**src/bps_pkg.sv**
```systemverilog
package bps_pkg;

    // field widths
    localparam int MV_W     = 13;
    localparam int PCT_W    = 17;
    localparam int FLAGS_W  = 2;
    localparam int BASE_W   = 27;
    localparam int SLEEP_W  = 29;
    localparam int LIFE_W   = 27;
    localparam int CODE_W   = 3;

    // configuration port
    localparam int CFG_IDX_W  = 3;
    localparam int CFG_DATA_W = 27;

    localparam logic [CFG_IDX_W-1:0] REG_CONTROL_FLAGS  = 3'd0;
    localparam logic [CFG_IDX_W-1:0] REG_DUTY_THRESHOLD = 3'd1;
    localparam logic [CFG_IDX_W-1:0] REG_CRITICAL_PCT   = 3'd2;
    localparam logic [CFG_IDX_W-1:0] REG_LOW_PCT        = 3'd3;
    localparam logic [CFG_IDX_W-1:0] REG_SOLAR_THRESH   = 3'd4;
    localparam logic [CFG_IDX_W-1:0] REG_BATTERY_FULL   = 3'd5;
    localparam logic [CFG_IDX_W-1:0] REG_BASE_SLEEP     = 3'd6;

    // power states
    localparam logic [CODE_W-1:0] ST_NORMAL   = 3'd0;
    localparam logic [CODE_W-1:0] ST_SAVE     = 3'd1;
    localparam logic [CODE_W-1:0] ST_LOW      = 3'd2;
    localparam logic [CODE_W-1:0] ST_CRITICAL = 3'd3;
    localparam logic [CODE_W-1:0] ST_CHARGING = 3'd4;

    // power modes
    localparam logic [CODE_W-1:0] MD_MAX_PERF  = 3'd0;
    localparam logic [CODE_W-1:0] MD_BALANCED  = 3'd1;
    localparam logic [CODE_W-1:0] MD_ECO       = 3'd2;
    localparam logic [CODE_W-1:0] MD_SURVIVAL  = 3'd3;
    localparam logic [CODE_W-1:0] MD_HIBERNATE = 3'd4;

    // charge limits in milli-percent
    localparam logic [PCT_W-1:0] CHARGE_FULL   = 17'd100000;
    localparam logic [PCT_W-1:0] CHARGE_HALF   = 17'd50000;
    localparam logic [PCT_W-1:0] CHARGE_QUART  = 17'd25000;
    localparam logic [PCT_W-1:0] CHARGE_SURV   = 17'd20000;
    localparam logic [PCT_W-1:0] CHARGE_TENTH  = 17'd10000;
    localparam logic [LIFE_W-1:0] LIFE_PER_MPCT = 27'd864;

    // configuration register set
    typedef struct packed {
        logic [FLAGS_W-1:0] control_flags;
        logic [PCT_W-1:0]   duty_threshold_pct;
        logic [PCT_W-1:0]   critical_pct;
        logic [PCT_W-1:0]   low_pct;
        logic [MV_W-1:0]    solar_threshold_mv;
        logic [MV_W-1:0]    battery_full_mv;
        logic [BASE_W-1:0]  base_sleep_ms;
    } t_cfg;

    // one result item
    typedef struct packed {
        logic [PCT_W-1:0]   charge_mpct;
        logic               charging;
        logic [CODE_W-1:0]  power_state;
        logic [CODE_W-1:0]  power_mode;
        logic               state_changed;
        logic               mode_changed;
        logic               sleep_request;
        logic [SLEEP_W-1:0] sleep_ms;
        logic [LIFE_W-1:0]  life_ms;
    } t_result;

endpackage

```
**src/bps_in_if.sv**
```systemverilog
// measurement item channel
interface bps_in_if import bps_pkg::*; ();
    logic            valid;
    logic            ready;
    logic [MV_W-1:0] battery_mv;
    logic [MV_W-1:0] solar_mv;

    modport source (output valid, battery_mv, solar_mv, input ready);
    modport sink   (input valid, battery_mv, solar_mv, output ready);
endinterface

```
**src/bps_out_if.sv**
```systemverilog
// result item channel
interface bps_out_if import bps_pkg::*; ();
    logic               valid;
    logic               ready;
    logic [PCT_W-1:0]   charge_mpct;
    logic               charging;
    logic [CODE_W-1:0]  power_state;
    logic [CODE_W-1:0]  power_mode;
    logic               state_changed;
    logic               mode_changed;
    logic               sleep_request;
    logic [SLEEP_W-1:0] sleep_ms;
    logic [LIFE_W-1:0]  life_ms;

    modport source (output valid, charge_mpct, charging, power_state, power_mode,
                    state_changed, mode_changed, sleep_request, sleep_ms, life_ms,
                    input ready);
    modport sink   (input valid, charge_mpct, charging, power_state, power_mode,
                    state_changed, mode_changed, sleep_request, sleep_ms, life_ms,
                    output ready);
endinterface

```
**src/bps_cfg_if.sv**
```systemverilog
// configuration write channel
interface bps_cfg_if import bps_pkg::*; ();
    logic                  valid;
    logic                  ready;
    logic [CFG_IDX_W-1:0]  index;
    logic [CFG_DATA_W-1:0] data;

    modport source (output valid, index, data, input ready);
    modport sink   (input valid, index, data, output ready);
endinterface

```
**src/bps_cfg.sv**
```systemverilog
module bps_cfg import bps_pkg::*; (
    input  logic                  i_clk,
    input  logic                  i_rst_n,
    input  logic                  i_valid,
    input  logic [CFG_IDX_W-1:0]  i_index,
    input  logic [CFG_DATA_W-1:0] i_data,
    output logic                  o_ready,
    output t_cfg                  o_cfg
);

    t_cfg r_cfg;
    t_cfg n_cfg;

    // writes are always accepted
    assign o_ready = 1'b1;
    assign o_cfg   = r_cfg;

    // register decode, unknown indexes are dropped
    always_comb begin
        n_cfg = r_cfg;
        if (i_valid) begin
            case (i_index)
                REG_CONTROL_FLAGS:  n_cfg.control_flags      = i_data[FLAGS_W-1:0];
                REG_DUTY_THRESHOLD: n_cfg.duty_threshold_pct = i_data[PCT_W-1:0];
                REG_CRITICAL_PCT:   n_cfg.critical_pct       = i_data[PCT_W-1:0];
                REG_LOW_PCT:        n_cfg.low_pct            = i_data[PCT_W-1:0];
                REG_SOLAR_THRESH:   n_cfg.solar_threshold_mv = i_data[MV_W-1:0];
                REG_BATTERY_FULL:   n_cfg.battery_full_mv    = i_data[MV_W-1:0];
                REG_BASE_SLEEP:     n_cfg.base_sleep_ms      = i_data[BASE_W-1:0];
                default:            n_cfg = r_cfg;
            endcase
        end
    end

    always_ff @(posedge i_clk) begin
        if (!i_rst_n) begin
            r_cfg.control_flags      <= '0;
            r_cfg.duty_threshold_pct <= 17'd30000;
            r_cfg.critical_pct       <= 17'd10000;
            r_cfg.low_pct            <= 17'd20000;
            r_cfg.solar_threshold_mv <= 13'd4500;
            r_cfg.battery_full_mv    <= 13'd4200;
            r_cfg.base_sleep_ms      <= 27'd300000;
        end else begin
            r_cfg <= n_cfg;
        end
    end

endmodule

```
**src/bps_curve.sv**
```systemverilog
module bps_curve import bps_pkg::*; (
    input  logic [MV_W-1:0]  i_battery_mv,
    output logic [PCT_W-1:0] o_charge_mpct
);

    logic [MV_W-1:0] d_3900;
    logic [MV_W-1:0] d_3700;
    logic [MV_W-1:0] d_3400;
    logic [MV_W-1:0] d_3000;

    // offsets into each segment, each below 400 mV where used
    assign d_3900 = i_battery_mv - 13'd3900;
    assign d_3700 = i_battery_mv - 13'd3700;
    assign d_3400 = i_battery_mv - 13'd3400;
    assign d_3000 = i_battery_mv - 13'd3000;

    // li-ion discharge curve: four linear segments from 3000 to 4100 mV, clamped outside
    always_comb begin
        if (i_battery_mv >= 13'd4100) begin
            o_charge_mpct = CHARGE_FULL;
        end else if (i_battery_mv >= 13'd3900) begin
            o_charge_mpct = 17'd80000 + {9'd0, d_3900[7:0]} * 17'd100;
        end else if (i_battery_mv >= 13'd3700) begin
            o_charge_mpct = 17'd40000 + {9'd0, d_3700[7:0]} * 17'd200;
        end else if (i_battery_mv >= 13'd3400) begin
            o_charge_mpct = 17'd10000 + {8'd0, d_3400[8:0]} * 17'd100;
        end else if (i_battery_mv >= 13'd3000) begin
            o_charge_mpct = {8'd0, d_3000[8:0]} * 17'd25;
        end else begin
            o_charge_mpct = '0;
        end
    end

endmodule

```
**src/bps_policy.sv**
```systemverilog
module bps_policy import bps_pkg::*; (
    input  logic             i_clk,
    input  logic             i_rst_n,
    input  logic             i_advance,
    input  logic [MV_W-1:0]  i_battery_mv,
    input  logic [MV_W-1:0]  i_solar_mv,
    input  logic [PCT_W-1:0] i_charge_mpct,
    input  t_cfg             i_cfg,
    output t_result          o_result
);

    logic [CODE_W-1:0]  r_state;
    logic [CODE_W-1:0]  r_mode;
    logic [CODE_W-1:0]  n_state;
    logic [CODE_W-1:0]  n_mode;
    logic               save_en;
    logic               duty_en;
    logic               charging;
    logic               request;
    logic [2:0]         mult;
    logic [SLEEP_W:0]   sleep_full;
    logic [SLEEP_W-1:0] sleep_sat;

    assign save_en  = i_cfg.control_flags[0];
    assign duty_en  = i_cfg.control_flags[1];
    assign charging = (i_solar_mv >= i_cfg.solar_threshold_mv) &&
                      (i_battery_mv < i_cfg.battery_full_mv);

    // power state by priority
    always_comb begin
        if (charging) begin
            n_state = ST_CHARGING;
        end else if (i_charge_mpct <= i_cfg.critical_pct) begin
            n_state = ST_CRITICAL;
        end else if (i_charge_mpct <= i_cfg.low_pct) begin
            n_state = ST_LOW;
        end else if (save_en && (i_charge_mpct < CHARGE_HALF)) begin
            n_state = ST_SAVE;
        end else begin
            n_state = ST_NORMAL;
        end
    end

    // mode follows the state only with power saving on
    always_comb begin
        n_mode = r_mode;
        if (save_en) begin
            case (n_state)
                ST_CRITICAL: n_mode = MD_HIBERNATE;
                ST_LOW:      n_mode = MD_SURVIVAL;
                ST_SAVE:     n_mode = MD_ECO;
                default:     n_mode = MD_BALANCED;
            endcase
        end
    end

    // deep sleep request
    assign request = save_en && ((n_state == ST_CRITICAL) ||
                     ((n_mode == MD_SURVIVAL) && (i_charge_mpct < CHARGE_SURV)) ||
                     (duty_en && (i_charge_mpct < i_cfg.duty_threshold_pct)));

    // sleep scale by charge band
    always_comb begin
        if (i_charge_mpct < CHARGE_TENTH) begin
            mult = 3'd5;
        end else if (i_charge_mpct < CHARGE_QUART) begin
            mult = 3'd3;
        end else if (i_charge_mpct < CHARGE_HALF) begin
            mult = 3'd2;
        end else begin
            mult = 3'd1;
        end
    end

    assign sleep_full = {3'd0, i_cfg.base_sleep_ms} * {27'd0, mult};
    assign sleep_sat  = sleep_full[SLEEP_W] ? '1 : sleep_full[SLEEP_W-1:0];

    // result item
    always_comb begin
        o_result.charge_mpct   = i_charge_mpct;
        o_result.charging      = charging;
        o_result.power_state   = n_state;
        o_result.power_mode    = n_mode;
        o_result.state_changed = (n_state != r_state);
        o_result.mode_changed  = (n_mode != r_mode);
        o_result.sleep_request = request;
        o_result.sleep_ms      = sleep_sat;
        o_result.life_ms       = {10'd0, i_charge_mpct} * LIFE_PER_MPCT;
    end

    // history updates as each item leaves the input register
    always_ff @(posedge i_clk) begin
        if (!i_rst_n) begin
            r_state <= ST_NORMAL;
            r_mode  <= MD_BALANCED;
        end else if (i_advance) begin
            r_state <= n_state;
            r_mode  <= n_mode;
        end
    end

endmodule

```
**src/battery_power_state_supervisor_core.sv**
```systemverilog
// Battery power-state supervisor. Each input item is one battery and solar
// reading in millivolts; each produces exactly one result item with the charge
// estimate, charging flag, power state and mode, change flags, deep-sleep
// request, recommended sleep time and estimated remaining life. One item is
// accepted every clock cycle while the result side is ready; each item passes
// through the input register and then the result register. While a result
// waits, one more item can enter the input register and then the input
// stalls until the result is taken. The power state and mode history update as
// each item moves from the input register to the result register, which is
// what keeps items in order one per cycle. Configuration writes complete in
// the cycle they are presented and should be issued only while no items are in
// flight.
module battery_power_state_supervisor_core import bps_pkg::*; (
    input  logic      i_clk,
    input  logic      i_rst_n,
    bps_in_if.sink    i_in,
    bps_out_if.source o_out,
    bps_cfg_if.sink   i_cfg
);

    t_cfg             cfg;
    t_result          result;
    logic             r_s1_valid;
    logic             n_s1_valid;
    logic [MV_W-1:0]  r_battery_mv;
    logic [MV_W-1:0]  r_solar_mv;
    logic [PCT_W-1:0] charge;
    logic             r_out_valid;
    logic             n_out_valid;
    t_result          r_out;
    logic             s1_go;
    logic             in_take;

    // configuration registers
    bps_cfg u_cfg (
        .i_clk   (i_clk),
        .i_rst_n (i_rst_n),
        .i_valid (i_cfg.valid),
        .i_index (i_cfg.index),
        .i_data  (i_cfg.data),
        .o_ready (i_cfg.ready),
        .o_cfg   (cfg)
    );

    // flow control between input and result registers
    assign s1_go       = r_s1_valid && (!r_out_valid || o_out.ready);
    assign i_in.ready  = !r_s1_valid || s1_go;
    assign in_take     = i_in.valid && i_in.ready;

    always_comb begin
        n_s1_valid = r_s1_valid;
        if (in_take) begin
            n_s1_valid = 1'b1;
        end else if (s1_go) begin
            n_s1_valid = 1'b0;
        end
        n_out_valid = r_out_valid;
        if (s1_go) begin
            n_out_valid = 1'b1;
        end else if (o_out.ready) begin
            n_out_valid = 1'b0;
        end
    end

    // input register
    always_ff @(posedge i_clk) begin
        if (!i_rst_n) begin
            r_s1_valid <= 1'b0;
        end else begin
            r_s1_valid <= n_s1_valid;
        end
    end

    always_ff @(posedge i_clk) begin
        if (in_take) begin
            r_battery_mv <= i_in.battery_mv;
            r_solar_mv   <= i_in.solar_mv;
        end
    end

    // charge curve and decision logic
    bps_curve u_curve (
        .i_battery_mv  (r_battery_mv),
        .o_charge_mpct (charge)
    );

    bps_policy u_policy (
        .i_clk         (i_clk),
        .i_rst_n       (i_rst_n),
        .i_advance     (s1_go),
        .i_battery_mv  (r_battery_mv),
        .i_solar_mv    (r_solar_mv),
        .i_charge_mpct (charge),
        .i_cfg         (cfg),
        .o_result      (result)
    );

    // result register
    always_ff @(posedge i_clk) begin
        if (!i_rst_n) begin
            r_out_valid <= 1'b0;
        end else begin
            r_out_valid <= n_out_valid;
        end
    end

    always_ff @(posedge i_clk) begin
        if (s1_go) begin
            r_out <= result;
        end
    end

    assign o_out.valid         = r_out_valid;
    assign o_out.charge_mpct   = r_out.charge_mpct;
    assign o_out.charging      = r_out.charging;
    assign o_out.power_state   = r_out.power_state;
    assign o_out.power_mode    = r_out.power_mode;
    assign o_out.state_changed = r_out.state_changed;
    assign o_out.mode_changed  = r_out.mode_changed;
    assign o_out.sleep_request = r_out.sleep_request;
    assign o_out.sleep_ms      = r_out.sleep_ms;
    assign o_out.life_ms       = r_out.life_ms;

endmodule

```
**src/flat_wrapper.sv**
```systemverilog
// flat-port wrapper written by rule: the top's interface ports become plain ports
module battery_power_state_supervisor_core_flat import bps_pkg::*;
  (i_clk, i_rst_n, i_in_valid, i_in_battery_mv, i_in_solar_mv, i_in_ready, o_out_valid, o_out_charge_mpct, o_out_charging, o_out_power_state, o_out_power_mode, o_out_state_changed, o_out_mode_changed, o_out_sleep_request, o_out_sleep_ms, o_out_life_ms, o_out_ready, i_cfg_valid, i_cfg_index, i_cfg_data, i_cfg_ready);
  bps_in_if i_in_i ();
  bps_out_if o_out_i ();
  bps_cfg_if i_cfg_i ();
  input  logic i_clk;
  input  logic i_rst_n;
  input wire logic [$bits(i_in_i.valid)-1:0] i_in_valid;
  input wire logic [$bits(i_in_i.battery_mv)-1:0] i_in_battery_mv;
  input wire logic [$bits(i_in_i.solar_mv)-1:0] i_in_solar_mv;
  output wire logic [$bits(i_in_i.ready)-1:0] i_in_ready;
  output wire logic [$bits(o_out_i.valid)-1:0] o_out_valid;
  output wire logic [$bits(o_out_i.charge_mpct)-1:0] o_out_charge_mpct;
  output wire logic [$bits(o_out_i.charging)-1:0] o_out_charging;
  output wire logic [$bits(o_out_i.power_state)-1:0] o_out_power_state;
  output wire logic [$bits(o_out_i.power_mode)-1:0] o_out_power_mode;
  output wire logic [$bits(o_out_i.state_changed)-1:0] o_out_state_changed;
  output wire logic [$bits(o_out_i.mode_changed)-1:0] o_out_mode_changed;
  output wire logic [$bits(o_out_i.sleep_request)-1:0] o_out_sleep_request;
  output wire logic [$bits(o_out_i.sleep_ms)-1:0] o_out_sleep_ms;
  output wire logic [$bits(o_out_i.life_ms)-1:0] o_out_life_ms;
  input wire logic [$bits(o_out_i.ready)-1:0] o_out_ready;
  input wire logic [$bits(i_cfg_i.valid)-1:0] i_cfg_valid;
  input wire logic [$bits(i_cfg_i.index)-1:0] i_cfg_index;
  input wire logic [$bits(i_cfg_i.data)-1:0] i_cfg_data;
  output wire logic [$bits(i_cfg_i.ready)-1:0] i_cfg_ready;
  assign i_in_i.valid = i_in_valid;
  assign i_in_i.battery_mv = i_in_battery_mv;
  assign i_in_i.solar_mv = i_in_solar_mv;
  assign i_in_ready = i_in_i.ready;
  assign o_out_valid = o_out_i.valid;
  assign o_out_charge_mpct = o_out_i.charge_mpct;
  assign o_out_charging = o_out_i.charging;
  assign o_out_power_state = o_out_i.power_state;
  assign o_out_power_mode = o_out_i.power_mode;
  assign o_out_state_changed = o_out_i.state_changed;
  assign o_out_mode_changed = o_out_i.mode_changed;
  assign o_out_sleep_request = o_out_i.sleep_request;
  assign o_out_sleep_ms = o_out_i.sleep_ms;
  assign o_out_life_ms = o_out_i.life_ms;
  assign o_out_i.ready = o_out_ready;
  assign i_cfg_i.valid = i_cfg_valid;
  assign i_cfg_i.index = i_cfg_index;
  assign i_cfg_i.data = i_cfg_data;
  assign i_cfg_ready = i_cfg_i.ready;
  battery_power_state_supervisor_core u_core (.i_clk(i_clk), .i_rst_n(i_rst_n), .i_in(i_in_i), .o_out(o_out_i), .i_cfg(i_cfg_i));
endmodule
```
**config.mk**
```make
export PLATFORM = sky130hd
export DESIGN_NAME = battery_power_state_supervisor_core_flat
export DESIGN_NICKNAME = d
export VERILOG_FILES = /design/src/bps_pkg.sv /design/src/bps_in_if.sv /design/src/bps_out_if.sv /design/src/bps_cfg_if.sv /design/src/bps_cfg.sv /design/src/bps_curve.sv /design/src/bps_policy.sv /design/src/battery_power_state_supervisor_core.sv /design/src/flat_wrapper.sv
export SDC_FILE = /design/constraint.sdc
export NUM_CORES = 1
export LEC_CHECK = 0
export ABC_AREA = 1
export ABC_CLOCK_PERIOD_IN_PS = 8200
export BUFFER_PORTS_ARGS = -buffer_cell sky130_fd_sc_hd__buf_2
export CORE_MARGIN = 2
export CORE_UTILIZATION = 45
export DETAILED_ROUTE_END_ITERATION = 6
export PLACE_DENSITY = 0.66
export SYNTH_ARGS = -nofsm -noshare
export SYNTH_HDL_FRONTEND = slang
export SYNTH_SLANG_ARGS = --single-unit
```
**constraint.sdc**
```tcl
create_clock -name i_clk -period 8.2 [get_ports i_clk]
set_input_delay 2.46 -clock i_clk [delete_from_list [all_inputs] [get_ports i_clk]]
set_output_delay 2.46 -clock i_clk [all_outputs]
set_load 0.05 [all_outputs]
```
==> impl_metrics.tcl <==
set metrics [dict create \
    htreeDepth 1 \
    yosys.cell_count.top_type "nand2_1" \
    floorplan.die.width_um 206 \
    syn_inst 2291 \
    hpwlAfterDp_mm 38.5 \
    hold_path_startpoint "u_core.u_cfg.o_cfg[50]" \
    fin_hold_ws_ns 0.460 \
    tightestPinTransition_ns 1.04 \
    hold_path_depth 2 \
    holdPathEnd "u_core.u_cfg.o_cfg[50]" \
    wl_per_cell_um 16.4 \
    ys_top_cells_by_count "nand2_1, inv_1, ha_1" \
    seqPwrFrac_pct 21.0 \
    post-route-period-util_pct 95.9 \
    slew_violations 0 \
    synthArstFlopShare_pct 0 \
    synth_top_area_cell "ha_1" \
    p_clk_share_pct 17.2 \
    status "completed" \
    first_pass_iters 5 \
    instances_no_fill 3036 \
    netlist_area_mm2 0.0184 \
    cts-buffers-inserted 25 \
    power_density_mw_per_mm2 316 \
    grtUsageTotal_pct 22.8 \
    nets 2889 \
    tritoncts "done" \
    synth_enable_flop_cells 102 \
    max_slew_margin_pct 30.7 \
    yosysWarningCount 0 \
    ios 147 \
    cap_violations 0 \
    path_clk_slew_ns 0.07 \
    crit-reg2reg-launch "u_core.r_battery_mv[3]" \
    dieArea_mm2 0.0426 \
    finalClockSkew_ns 0.0244 \
    hold_class "register to register" \
    cts.path.max_buffers 3 \
    slowest_stage "edfxtp_1" \
    cellLeakagePower_nw 10.5 \
    drcViolationCount 0 \
    grt_max_degree 105 \
    power.total_mw 6.86 \
    worstPathMaxFanout 7 \
    finalHoldViolations 0 \
    overflow 0 \
    synth_top_area_share_pct 18.8 \
    clock_sinks 216 \
    crit_arrival_ns 8.17 \
    clockRootBuffer "clkbuf_16" \
    drt_iter0_markers 1112 \
    cp.required_ns 8.51 \
    setup_viol 0 \
    drive_gt1_share_pct 16.8 \
    yosysSeqAreaShare_pct 29.0 \
    dp.cells 2958 \
    grt_first_pass_wirelength_mm 77.5 \
    coreArea_mm2 0.0406 \
    p_int_mw 3.69 \
    peakVddDrop_uv 252 \
    endpoint_kind "register" \
    p_sw_mw 3.18 \
    path_common_cell "nand2_1" \
    clock.fmax_ghz 0.127 \
    rows 74 \
    viasPerCell 5.33 \
    syn-mean-instance-area_um2 8.04 \
    grt_antenna_before_repair 4 \
    portBuffers 140 \
    synth_top_flop_cell "dfxtp_1" \
    grt_pass1_vias 15300 \
    cpPeakStageDelay_ns 0.49 \
    synth_cell_type_count 59 \
    start_util_pct 45.3 \
    critPathLaunchType "register" \
    num_vias 16200 \
    worstSkewPairLatency_ns 0.57 \
    fin_util_pct 53.4 \
    syn_to_final_growth_pct 17.7 \
    drt_wl_total_mm 49.7 \
    r2r-end "u_core.o_out.sleep_ms[27]" \
    yosys_register_bits 216 \
    switching_share_pct 46.3 \
    die-height_um 206 \
    gp_congestion 0.959 \
    combPwrFrac_pct 61.8 \
    antenna_left 0 \
    ff2ff_path_depth 47 \
    period_needed_ns 7.86 \
    path_class "register to register" \
    synth_area_leaders "ha_1, edfxtp_1, dfxtp_1, nand2_1, inv_1" \
    cts_hold_buf 0 \
    r2r_slack_ns 0.34 \
]
==> area by class of cell <==
cell class | count | area [um^2]
timing repair inverter | 1 | 7.51
timing repair buffer | 214 | 1340
antenna | 1 | 2.50
clock inverter | 7 | 58.8
tap | 532 | 666
sequential | 216 | 5350
fill | 3724 | 19000
inverter | 381 | 1460
clock buffer | 38 | 830
multi-input combinational | 1646 | 12000
==> metal layers <==
metal	track usage (%)	vias up	routed length [um]
li1	-	8005	-
met1	31.7	7631	23000
met2	36.6	481	22200
met3	3.77	74	3260
met4	6.56	4	1190
met5	0	-	27
==> sequential cells by signal (all words and copies together) (netlist names), 3 cells and up <==
signal,cells
u_core.o_out.charge_mpct,17
u_core.r_battery_mv,13
u_core.o_out.sleep_ms,29
u_core.o_out.power_state,3
u_core.r_solar_mv,13
u_core.u_cfg.o_cfg,106
u_core.u_policy.r_mode,3
u_core.u_policy.r_state,3
u_core.o_out.power_mode,3
u_core.o_out.life_ms,21
==> cells by family after synthesis <==
| kind of cell | count (synthesis) | share of synthesized area (%) |
|---|---|---|
| fa+ha+maj | 343 | 26.0 |
| buf+inv | 433 | 9.33 |
| other cells | 2 | 0.0408 |
| simple gates | 791 | 18.9 |
| xor+xnor | 71 | 3.42 |
| compound gates | 435 | 13.3 |
| flops | 216 | 29.0 |
==> per-stage QoR <==
stage          setup TNS, ns  setup slack [ns]  area (um^2)
2_1_floorplan              0             0.305        18400
3_3_place_gp         -0.0392           -0.0392        19900
3_5_place_dp           -2.12            -0.324        19900
4_1_cts                    0           0.00320        20800
5_1_grt                -1.44            -0.108        21700
6_report                   0             0.339        21700
==> worst max-delay path, delay by kind of cell (launching register included) <==
| kind | cells | cell delay (ns) |
|---|---|---|
| compound gates | 7 | 1.01 |
| buf+inv | 6 | 0.64 |
| flops | 1 | 0.49 |
| simple gates | 25 | 2.74 |
| fa+ha+maj | 8 | 2.52 |
| xor+xnor | 1 | 0.18 |
==> cells in the final DEF, fill, tap and decap left out, drive strengths merged, types with 10 or more instances in the layout <==
| master | count |
|---|---|
| nand4 | 39 |
| nand3 | 105 |
| a21oi | 196 |
| ha | 277 |
| dfxtp | 114 |
| edfxtp | 102 |
| xor2 | 49 |
| buf | 212 |
| nand2 | 434 |
| o21ai | 145 |
| nor3 | 15 |
| clkbuf | 40 |
| fa | 66 |
| nand3b | 11 |
| inv | 380 |
| a21o | 10 |
| xnor2 | 22 |
| o211ai | 39 |
| nor2 | 170 |
==> what timing repair did <==
action / CTS / global route
setup buffers: 1 / 28
resized for setup: 6 / 133
endpoints found under the hold margin: 0 / 0
pin swaps: 1 / 37
gates cloned: 0 / 3
setup endpoints to repair: 28 / 29
==> power by group through the flow <==
stage | clock network [mW] | registers [mW] | logic [mW]
floorplan | 0 | 1.75 | 2.76
global placement | 0 | 1.46 | 3.89
detailed placement | 0 | 1.46 | 3.95
CTS | 1.20 | 1.44 | 3.97
global route | 1.24 | 1.45 | 4.79
finish | 1.18 | 1.44 | 4.24
==> how the worst max path moves through the flow <==
stage,from,to,slack [ns],depth (start not counted)
3_3_place_gp,u_core.r_battery_mv[4],u_core.o_out.sleep_ms[27],-0.04,43
3_5_place_dp,u_core.r_battery_mv[3],u_core.o_out.sleep_ms[27],-0.32,43
5_1_grt,u_core.r_battery_mv[3],u_core.o_out.sleep_ms[27],-0.11,47
6_report,u_core.r_battery_mv[3],u_core.o_out.sleep_ms[27],0.34,47
2_1_floorplan,u_core.r_battery_mv[4],u_core.o_out.sleep_ms[26],0.30,48
4_1_cts,u_core.r_battery_mv[3],u_core.o_out.sleep_ms[26],0.003,44
Note: power is estimated with default switching activity, not from simulation.
